### config.mk
export PLATFORM = sky130hd
export DESIGN_NAME = masked_byte_pattern_scan_unit
export DESIGN_NICKNAME = d
export VERILOG_FILES = /design/src/hw/rtl/mbps_pkg.sv /design/src/hw/rtl/mbps_cfg.sv /design/src/hw/rtl/mbps_window.sv /design/src/hw/rtl/mbps_match.sv /design/src/hw/rtl/masked_byte_pattern_scan_unit.sv
export SDC_FILE = /design/constraint.sdc
export NUM_CORES = 1
export LEC_CHECK = 0
export BUFFER_PORTS_ARGS = -buffer_cell sky130_fd_sc_hd__buf_2
export CAP_MARGIN = 5
export CORE_MARGIN = 3
export CORE_UTILIZATION = 30
export CTS_CLUSTER_SIZE = 40
export DETAILED_ROUTE_END_ITERATION = 8
export PLACE_DENSITY = 0.58
export SYNTH_ARGS = -nofsm -noshare
export SYNTH_HDL_FRONTEND = slang
export SYNTH_SLANG_ARGS = --single-unit
### constraint.sdc
create_clock -name clk -period 9.9 [get_ports clk]
set_input_delay 0.495 -clock clk [delete_from_list [all_inputs] [get_ports clk]]
set_output_delay 0.495 -clock clk [all_outputs]
set_load 0.005 [all_outputs]
### src/hw/rtl/mbps_pkg.sv
// Shared types and constants of the masked byte pattern scan unit.
// Depends on nothing; every module of the block imports it.
package mbps_pkg;

  localparam int MaxPattern = 16;
  localparam int ByteW      = 8;
  localparam int IdxW       = 4;
  localparam int CntW       = 5;
  localparam int AddrW      = 47;
  localparam int CfgDataW   = 64;
  localparam int CfgIdxW    = 2;

  typedef enum logic [CfgIdxW-1:0] {
    RegPatLow   = 2'd0,
    RegPatHigh  = 2'd1,
    RegCareMask = 2'd2,
    RegPatLen   = 2'd3
  } cfg_reg_t;

  typedef logic [MaxPattern-1:0][ByteW-1:0] win_t;

  // Pattern, care bits and the clamped pattern length as the matcher uses them.
  typedef struct packed {
    win_t                  pattern;
    logic [MaxPattern-1:0] care;
    logic [CntW-1:0]       length;
  } cfg_t;

  // Window state after the latest accepted word, and whether it awaits a compare.
  typedef struct packed {
    logic             pending;
    win_t             window;
    logic [CntW-1:0]  fill;
    logic [AddrW-1:0] addr;
  } stage_t;

endpackage

### src/hw/rtl/mbps_cfg.sv
// Configuration registers of the scan unit and the clamped pattern length.
// Depends on mbps_pkg.
module mbps_cfg
  import mbps_pkg::*;
(
  input  logic                clk,
  input  logic                rst,
  input  logic                cfg_valid,
  output logic                cfg_ready,
  input  logic [CfgIdxW-1:0]  cfg_index,
  input  logic [CfgDataW-1:0] cfg_data,
  output cfg_t                cfg
);

  logic [CfgDataW-1:0]   pat_low;
  logic [CfgDataW-1:0]   pat_high;
  logic [MaxPattern-1:0] care_mask;
  logic [CntW-1:0]       pat_len;

  assign cfg_ready = 1'b1;

  always_ff @(posedge clk) begin
    if (rst) begin
      pat_low   <= '0;
      pat_high  <= '0;
      care_mask <= '1;
      pat_len   <= CntW'(1);
    end else if (cfg_valid && cfg_ready) begin
      unique case (cfg_reg_t'(cfg_index))
        RegPatLow:   pat_low   <= cfg_data;
        RegPatHigh:  pat_high  <= cfg_data;
        RegCareMask: care_mask <= cfg_data[MaxPattern-1:0];
        RegPatLen:   pat_len   <= cfg_data[CntW-1:0];
        default:     pat_low   <= pat_low;
      endcase
    end
  end

  always_comb begin
    cfg.pattern = {pat_high, pat_low};
    cfg.care    = care_mask;
    // A length of zero behaves as one, anything beyond the window as the full window.
    if (pat_len == '0) begin
      cfg.length = CntW'(1);
    end else if (pat_len > CntW'(MaxPattern)) begin
      cfg.length = CntW'(MaxPattern);
    end else begin
      cfg.length = pat_len;
    end
  end

endmodule

### src/hw/rtl/mbps_window.sv
// Shift window of recent bytes, region fill count and the address of the newest byte.
// Depends on mbps_pkg.
module mbps_window
  import mbps_pkg::*;
(
  input  logic             clk,
  input  logic             rst,
  input  logic             accept,
  input  logic             advance,
  input  logic [ByteW-1:0] data_byte,
  input  logic [AddrW-1:0] byte_address,
  input  logic             region_first,
  output stage_t           stage
);

  // Entry 0 holds the newest byte.
  always_ff @(posedge clk) begin
    if (rst) begin
      stage.pending <= 1'b0;
      stage.fill    <= '0;
    end else begin
      if (advance) begin
        stage.pending <= accept;
      end
      if (accept) begin
        if (region_first) begin
          stage.fill <= CntW'(1);
        end else if (stage.fill < CntW'(MaxPattern)) begin
          stage.fill <= stage.fill + CntW'(1);
        end
      end
    end
    if (accept) begin
      stage.window <= {stage.window[MaxPattern-2:0], data_byte};
      stage.addr   <= byte_address;
    end
  end

endmodule

### src/hw/rtl/mbps_match.sv
// Masked compare of the window against the pattern, and the result register.
// Depends on mbps_pkg.
module mbps_match
  import mbps_pkg::*;
(
  input  logic             clk,
  input  logic             rst,
  input  stage_t           stage,
  input  cfg_t             cfg,
  input  logic             out_ready,
  output logic             advance,
  output logic             out_valid,
  output logic [AddrW-1:0] match_address
);

  logic [IdxW-1:0] len_m1;
  logic            hit;

  assign advance = !out_valid || out_ready;

  // Pattern byte i lines up with window entry length-1-i.
  always_comb begin
    len_m1 = IdxW'(cfg.length - CntW'(1));
    hit    = stage.fill >= cfg.length;
    for (int i = 0; i < MaxPattern; i++) begin
      if ((CntW'(i) < cfg.length) && cfg.care[i]) begin
        if (stage.window[len_m1 - IdxW'(i)] != cfg.pattern[i]) begin
          hit = 1'b0;
        end
      end
    end
  end

  always_ff @(posedge clk) begin
    if (rst) begin
      out_valid <= 1'b0;
    end else if (advance) begin
      out_valid <= stage.pending && hit;
    end
  end

  always_ff @(posedge clk) begin
    if (advance && stage.pending) begin
      match_address <= stage.addr - AddrW'(len_m1);
    end
  end

endmodule

### src/hw/rtl/masked_byte_pattern_scan_unit.sv
// Masked byte pattern scan unit: takes one byte word per cycle when not stalled and reports
// the start address of every window of pattern_length bytes inside one region that equals
// the pattern on the care positions. An accepted byte first loads the window register, and
// the result register is loaded from it once the result register is empty or being read.
// Input is taken whenever the result register is empty or being read, so the unit sustains
// one word per cycle; configuration is always ready.
// Depends on mbps_pkg, mbps_cfg, mbps_window and mbps_match.
module masked_byte_pattern_scan_unit
  import mbps_pkg::*;
(
  input  logic                clk,
  input  logic                rst,
  input  logic                cfg_valid,
  output logic                cfg_ready,
  input  logic [CfgIdxW-1:0]  cfg_index,
  input  logic [CfgDataW-1:0] cfg_data,
  input  logic                in_valid,
  output logic                in_ready,
  input  logic [ByteW-1:0]    data_byte,
  input  logic [AddrW-1:0]    byte_address,
  input  logic                region_first,
  output logic                out_valid,
  input  logic                out_ready,
  output logic [AddrW-1:0]    match_address
);

  cfg_t   cfg;
  stage_t stage;
  logic   advance;
  logic   accept;

  assign in_ready = advance;
  assign accept   = in_valid && advance;

  mbps_cfg u_cfg (
    .clk       (clk),
    .rst       (rst),
    .cfg_valid (cfg_valid),
    .cfg_ready (cfg_ready),
    .cfg_index (cfg_index),
    .cfg_data  (cfg_data),
    .cfg       (cfg)
  );

  mbps_window u_window (
    .clk          (clk),
    .rst          (rst),
    .accept       (accept),
    .advance      (advance),
    .data_byte    (data_byte),
    .byte_address (byte_address),
    .region_first (region_first),
    .stage        (stage)
  );

  mbps_match u_match (
    .clk           (clk),
    .rst           (rst),
    .stage         (stage),
    .cfg           (cfg),
    .out_ready     (out_ready),
    .advance       (advance),
    .out_valid     (out_valid),
    .match_address (match_address)
  );

endmodule

Word-level counts from Yosys, hierarchy flattened
Cells that the tools add are included.
{"block": "word_totals", "regBits": 378, "in_bits": 127, "output_inout_bits": 50, "wordCells": 194}
{"block": "op_classes", "add_sub_neg": 18, "n_lt_le_gt_ge": 35, "n_eq_ne": 19, "muxes": 68, "n_reduce_logical": 29}
{"cell": "$bmux 8 s4", "n": 16}
{"cell": "$mux 8", "n": 16}
{"cell": "$ne 8x8->1", "n": 16}
{"cell": "$lt 4x5->1 const B", "n": 16}
{"cell": "$sub 47x4->47", "n": 1}
{"cell": "$lt 4x5->1 const A", "n": 8}
{"cell": "$mux 1", "n": 32}
{"cell": "$sub 4x4->4 const B", "n": 8}
{"cell": "$lt 3x5->1 const A", "n": 4}
{"cell": "$mux 5", "n": 4}
{"cell": "$logic_and 1x1->1", "n": 19}
{"cell": "$sub 4x3->4 const B", "n": 4}
{"cell": "$lt 1x5->1 const A", "n": 2}
{"cell": "$lt 2x5->1 const A", "n": 2}
{"cell": "$reduce_and 2->1", "n": 5}
{"cell": "$sub 4x1->4 const B", "n": 2}
{"cell": "$sub 4x2->4 const B", "n": 2}
{"cell": "$add 5x1->5 const B", "n": 1}
{"cell": "$ge 5x5->1", "n": 1}
{"cell": "$gt 5x5->1 const B", "n": 1}
{"cell": "$logic_not 5->1", "n": 1}
{"cell": "$lt 5x5->1 const B", "n": 1}
{"cell": "$eq 2x2->1 const B", "n": 2}
{"cell": "$eq 2x1->1 const B", "n": 1}
{"cell": "other kinds (4)", "n": 4}

Depth between registers and ports, before layout
{"block": "logic_depth", "word_depth": 40, "mapped_depth": 22, "depth_no_buf": 18}

Cells and area by module
Synthesis repeated with hierarchy kept, for this count alone.
{"block": "unflattened", "hier_cells": 1950, "hier_area_um2": 22871.9}
{"module": "mbps_match", "n_inst": 1, "cells_each": 1162, "area_per_inst_um2": 11192.0, "seq_area_each_um2": 1431.4}
{"module": "mbps_cfg", "n_inst": 1, "cells_each": 583, "area_per_inst_um2": 6137.1, "seq_area_each_um2": 2982.9}
{"module": "mbps_window", "n_inst": 1, "cells_each": 204, "area_per_inst_um2": 5536.6, "seq_area_each_um2": 5375.2}
{"module": "masked_byte_pattern_scan_unit", "n_inst": 1, "cells_each": 1, "area_per_inst_um2": 6.3, "seq_area_each_um2": 0.0}

Worst setup path after synthesis
Ideal clock, no wire load.
{"block": "synth_path", "path_type": "register -> register", "start": "register u_cfg.pat_len[4]", "end": "register u_match.match_address[41] (data pin)", "setup_time_ns": 0.262, "arrival_time_ns": 5.893, "required_ns": 9.638, "setup_slack_ns": 3.745, "stages_incl_launch_ff": 21, "path_buffers": 4, "synth_period_minus_slack_ns": 6.155, "path_cell_list": "dfxtp_1 inv_1 nand2_1 buf_1 clkbuf_1 clkbuf_1 ha_1 a32oi_1 nand2_1 buf_1 inv_2 ha_1 or3_1 or4_1 a21o_1 or3_1 nor4_1 nand3b_1 or3_1 o41ai_1 nand2_1"}
{"block": "synth_between", "elab_chain_cells": 5, "elab_cells_between_ends": 6, "cone_classes": "add/sub: 2; order compare: 1; mux: 2; reduce/logical: 1"}
{"item": "from (decl)", "line_no": "mbps_cfg.sv:18", "text": "logic [CntW-1:0] pat_len;"}
{"item": "from (signal assigned)", "line_no": "mbps_cfg.sv:27", "text": "pat_len <= CntW'(1);"}
{"item": "from (signal assigned)", "line_no": "mbps_cfg.sv:33", "text": "RegPatLen: pat_len <= cfg_data[CntW-1:0];"}
{"item": "$gt 5x5->1", "line_no": "mbps_cfg.sv:45", "text": "end else if (pat_len > CntW'(MaxPattern)) begin"}
{"item": "$mux 5", "line_no": "mbps_cfg.sv:45"}
{"item": "$mux 5 *", "line_no": "mbps_cfg.sv:43", "text": "if (pat_len == '0) begin"}
{"item": "$sub 4x1->4 *", "line_no": "mbps_match.sv:23", "text": "len_m1 = IdxW'(cfg.length - CntW'(1));"}
{"item": "$sub 47x4->47 *", "line_no": "mbps_match.sv:44", "text": "match_address <= stage.addr - AddrW'(len_m1);"}
{"item": "to (signal assigned)", "line_no": "mbps_match.sv:44"}
{"item": "to (decl)", "line_no": "mbps_match.sv:13", "text": "output logic [AddrW-1:0] match_address"}
Mark *: on every way between the ends. The rest lies on a longest branch, timed or not.
A chain may end at the register's enable or synchronous reset.

Final worst setup path
{"block": "layout_path", "start": "register u_cfg.pat_len[4]", "end": "register u_match.out_valid"}
{"block": "layout_between", "elab_chain_cells": 40, "elab_cells_between_ends": 134, "cone_classes": "add/sub: 16; order compare: 18; eq/ne: 16; mux: 66; reduce/logical: 18"}
{"item": "$gt 5x5->1", "line_no": "mbps_cfg.sv:45"}
{"item": "$mux 5", "line_no": "mbps_cfg.sv:45"}
{"item": "$mux 5 *", "line_no": "mbps_cfg.sv:43"}
{"item": "parallel branches: the longest is 35 deep, another holds $sub 4x1->4"}
{"item": "$mux 1 *", "line_no": "mbps_match.sv:26", "text": "if ((CntW'(i) < cfg.length) && cfg.care[i]) begin"}
{"item": "$logic_and 1x1->1 *", "line_no": "mbps_match.sv:38", "text": "out_valid <= stage.pending && hit;"}
{"item": "to (signal assigned)", "line_no": "mbps_match.sv:38"}
{"item": "to (decl)", "line_no": "mbps_match.sv:12", "text": "output logic out_valid,"}
Mark *: on every way between the ends. The select of a mux whose other input is x is not followed.

==> run_results.csv <==
group,metric,value,unit
synth,yosys.cell_types.count,61,
clocking,ctsRootBufferMaster,"sky130_fd_sc_hd__clkbuf_16",
sta,fin_skew,0.0378,ns
synth,synth_enable_flop_cells,222,
clocking,clock_sinks,378,
sta,max_freq,147,MHz
placement,io_buffers,175,
clocking,cts_tree,"yes",
synth,mappedNetlistArea,20900,um^2
worst_setup_path,r2r_start,"u_cfg.pat_len[4]",
layout,n_fill_cell,6821,
worst_setup_path,cp-end-kind,"register",
sta,period_minus_slack,6.80,ns
sta,unrepaired_setup_endpoints_after_global_routing,"false",
clocking,post_cts.repair.setup_buffers,0,
detailed_routing,vias_per_instance,5.38,
synth,synth_top_cell_area_share,32.0,%
layout,nNetsFinal,2093,
worst_setup_path,cpMaxStageDelayCell,"sky130_fd_sc_hd__xnor2_2",
synth,synth_area_per_cell,11.5,um^2
layout,storage_cell_area,9790,um^2
sta,finalSetupViolations,0,
synth,dominantRegCellSynth,"sky130_fd_sc_hd__edfxtp_1",
worst_setup_path,critPathBufInv,2,
floorplan,die_area,72700,um^2
clocking,clk_transition_reported_paths,0.06,ns
synth,syn-instance-count,1819,
layout,flow.area_growth_from_synthesis,15.7,%
pwr,leakage,8.55,nW
sta,fin_setup_tns,0,ns
floorplan,die-width,270,um
global_route,number_of_antenna_violations_at_the_first_check_in_global_routing,0,
clocking,post_cts_resized,0,
global_route,grt_pass1_wl,99800,um
synth,yosysTopAreaCell,"sky130_fd_sc_hd__edfxtp_1",
placement,place_congestion,0.946,
clocking,clock_path_buffers,3,
worst_setup_path,crit_arrival,7.30,ns
pwr,peakVddDrop,114,uV
clocking,clock_insertion_delay_at_the_later_pin_of_the_skew_report,0.59,ns
detailed_routing,ant_nets,0,
sta,worst_max_slew_margin_expressed_relative_to_the_limit,13.6,%
detailed_routing,dr_total_vias,15700,
sta,worst_slew_pin_slew,1.30,ns
worst_setup_path,cpLargestDelayFamily,"buffers and inverters",
synth,number_of_synthesized_register_bits,378,
detailed_routing,post-route-drc-count,0,
pwr,power_switching,1.17,mW
worst_setup_path,crit_path_max_fanout,29,
sta,layout_worst_path_cycle_share,68.7,%
clocking,cts_inserted_buffers,45,
floorplan,boundaryPins,177,
global_route,grt_overflow_total,0,
pwr,net_sw_share,28.0,%
pwr,power_per_cell_area,174,nW/um^2
global_route,gr-usage-all-layers,18.1,%
synth,post_synth_main_area_contributors,"sky130_fd_sc_hd__edfxtp_1 (32%), sky130_fd_sc_hd__dfxtp_1 (15%), sky130_fd_sc_hd__mux4_2 (13%), sky130_fd_sc_hd__nand2_1 (6.1%), sky130_fd_sc_hd__mux2i_1 (5.2%)",
layout,multi_input_area,10600,um^2
pwr,finalPower,4.19,mW
clocking,cts_hold_buf,0,
detailed_routing,wirelength,67300,um
flow_run,max_cap_viol_count,0,
synth,async_reset_ff_share,0,%
pwr,seq_power_share,43.3,%
pwr,power_frac_comb,17.1,%
status,outcome,"finished clean",
clocking,htree_levels,2,
global_route,maximum_number_of_pins_on_one_net_before_global_route_repair,92,
worst_setup_path,worst_endpoint_required_time,10.40,ns
worst_setup_path,criticalPathCategory,"register to register",
detailed_routing,detail_route.wl_per_cell,23.1,um
synth,postSynthNetCount,1962,
floorplan,starting_density_of_the_core,30.4,%
worst_setup_path,crit_path_start,"u_cfg.pat_len[4]",
placement,detailedPlacementHpwl,50500,um
detailed_routing,first_pass_iters,5,
layout,post_route_cells_drive_above_1_share,24.0,%
sta,finalHoldViolCount,0,
worst_setup_path,setup.worst_path.start_class,"register",
hold_path,hold_class,"input pin to register",
synth,yosysSeqAreaShare,46.9,%
layout,num_antenna_cells,0,
pwr,p_int,3.02,mW
worst_setup_path,timing.critical_path.slowest_cell_delay,0.90,ns
floorplan,die_ht,270,um
worst_setup_path,critical_path.cell_chain,"nand2b_1 -> nand2_4 -> clkinv_2 -> ha_2 -> xnor2_2 -> inv_1 -> ha_1 -> a31oi_1 -> xnor2_2 -> mux4_2 -> xor2_1 -> nand4_1 -> o221ai_1 -> and4_1 -> o221ai_1 -> o31ai_2",
floorplan,core_area,68700,um^2
global_route,grt_pass1_vias,15000,
detailed_routing,drt_iter0_markers,1653,
sta,report.final.slew_viol_count,0,
floorplan,std_cell_rows,96,
synth,yosysWarnings,0,
hold_path,min-delay-start,"byte_address[4]",
pwr,p_clk_share,39.7,%
==> registers in the layout, indices dropped and copies added, names as in the netlist <==
register               count
u_cfg.pat_len              5
u_cfg.pat_low             64
u_window.stage           181
u_cfg.care_mask           16
u_match.out_valid          1
u_cfg.pat_high            64
u_match.match_address     47
==> layout by cell type, fill, tap and decap left out, drive strengths merged, types with 4 or more instances in the layout <==
master,count
nand2,339
edfxtp,222
buf,194
dfxtp,156
a21oi,148
mux4,125
mux2i,108
xor2,86
xnor2,80
clkbuf,58
mux2,53
nor2,38
o21ai,38
a22oi,33
a211o,25
nand4,23
nand3b,21
inv,21
nor4,18
nor3,16
ha,16
and3,15
clkinv,15
or3,14
o22a,14
o211ai,14
o221ai,13
o22ai,12
nand2b,9
or2,6
nand3,6
or4,6
clkinvlp,5
nor2b,4
==> power groups by stage <==
stage / registers (mW) / clock network (mW) / logic (mW)
after floorplan: 1.82 / 0 / 0.486
after global routing: 1.82 / 1.76 / 0.766
after CTS: 1.81 / 1.71 / 0.713
after global placement: 1.84 / 0 / 0.702
after detailed placement: 1.84 / 0 / 0.710
final: 1.81 / 1.66 / 0.716
==> cell usage after synthesis (15+ instances only) <==
cell and count:
sky130_fd_sc_hd__o21ai_0 38, sky130_fd_sc_hd__mux4_2 125, sky130_fd_sc_hd__edfxtp_1 222, sky130_fd_sc_hd__mux2_2 53
sky130_fd_sc_hd__ha_1 16, sky130_fd_sc_hd__nor4_1 18, sky130_fd_sc_hd__clkbuf_1 82, sky130_fd_sc_hd__nor2_1 38
sky130_fd_sc_hd__a22oi_1 33, sky130_fd_sc_hd__nand2_1 338, sky130_fd_sc_hd__and3_1 15, sky130_fd_sc_hd__a21oi_1 148
sky130_fd_sc_hd__mux2i_1 108, sky130_fd_sc_hd__nand4_1 23, sky130_fd_sc_hd__nand3b_1 21, sky130_fd_sc_hd__a211o_1 25
sky130_fd_sc_hd__xor2_1 86, sky130_fd_sc_hd__dfxtp_1 156, sky130_fd_sc_hd__nor3_1 16, sky130_fd_sc_hd__xnor2_1 79
==> path summary, 6_finish.rpt <==
path                  endpoint  slack, ns  cells past startpoint
max          u_match.out_valid       3.10                     16
min reg2reg  u_cfg.pat_low[29]       0.47                      2
min          u_window.stage[4]       0.09                      1
max reg2reg  u_match.out_valid       3.10                     16
==> area by class of cell <==
cell class / count / share of cell area, %
Clock buffer: 58 / 5.42
Clock inverter: 24 / 0.788
Inverter: 18 / 0.306
Multi-Input combinational cell: 1313 / 43.9
Sequential cell: 378 / 40.6
Tap cell: 931 / 4.83
Timing Repair Buffer: 194 / 4.23
==> worst register-to-register path, delay by kind of cell (launching register included) <==
family / cells / cell delay (ns)
buf+inv: 2 / 1.42
fa+ha+maj: 2 / 0.83
xor+xnor: 3 / 1.34
simple gates: 4 / 1.38
flops: 1 / 0.46
compound gates: 4 / 0.67
mux: 1 / 0.62
==> cell families after synthesis <==
| logic type | count (synthesis) | synth area share (%) |
|---|---|---|
| compound gates | 317 | 9.48 |
| xor+xnor | 166 | 7.01 |
| fa+ha+maj | 18 | 1.06 |
| buf+inv | 128 | 2.60 |
| flops | 378 | 46.9 |
| mux | 286 | 21.5 |
| other cells | 1 | 0.0180 |
| simple gates | 525 | 11.4 |
==> per-layer routing <==
layer  track usage (%)  routed length, um  up-vias
li1                  -                  -     7089
met1              23.2              27000     7872
met2              30.5              32900      645
met3              3.93               5430       88
met4              5.34               2040        0
met5                 0                  0        -
==> metrics by stage <==
step / instances / utilization [%] / setup WS, ns / area (um^2) / hold WS, ns
after CTS: 2916 / 35.1 / 3.12 / 24100 / 0.0534
after floorplan: 1819 / - / 3.74 / 20900 / 0.428
after global routing: 2916 / 35.1 / 2.48 / 24100 / 0.0653
after global placement: 2834 / 32.9 / 3.32 / 22600 / 0.455
after detailed placement: 2834 / 32.9 / 3.15 / 22600 / 0.460
final: 2916 / 35.1 / 3.10 / 24100 / 0.0874
Power figures use the tool's default switching activity.
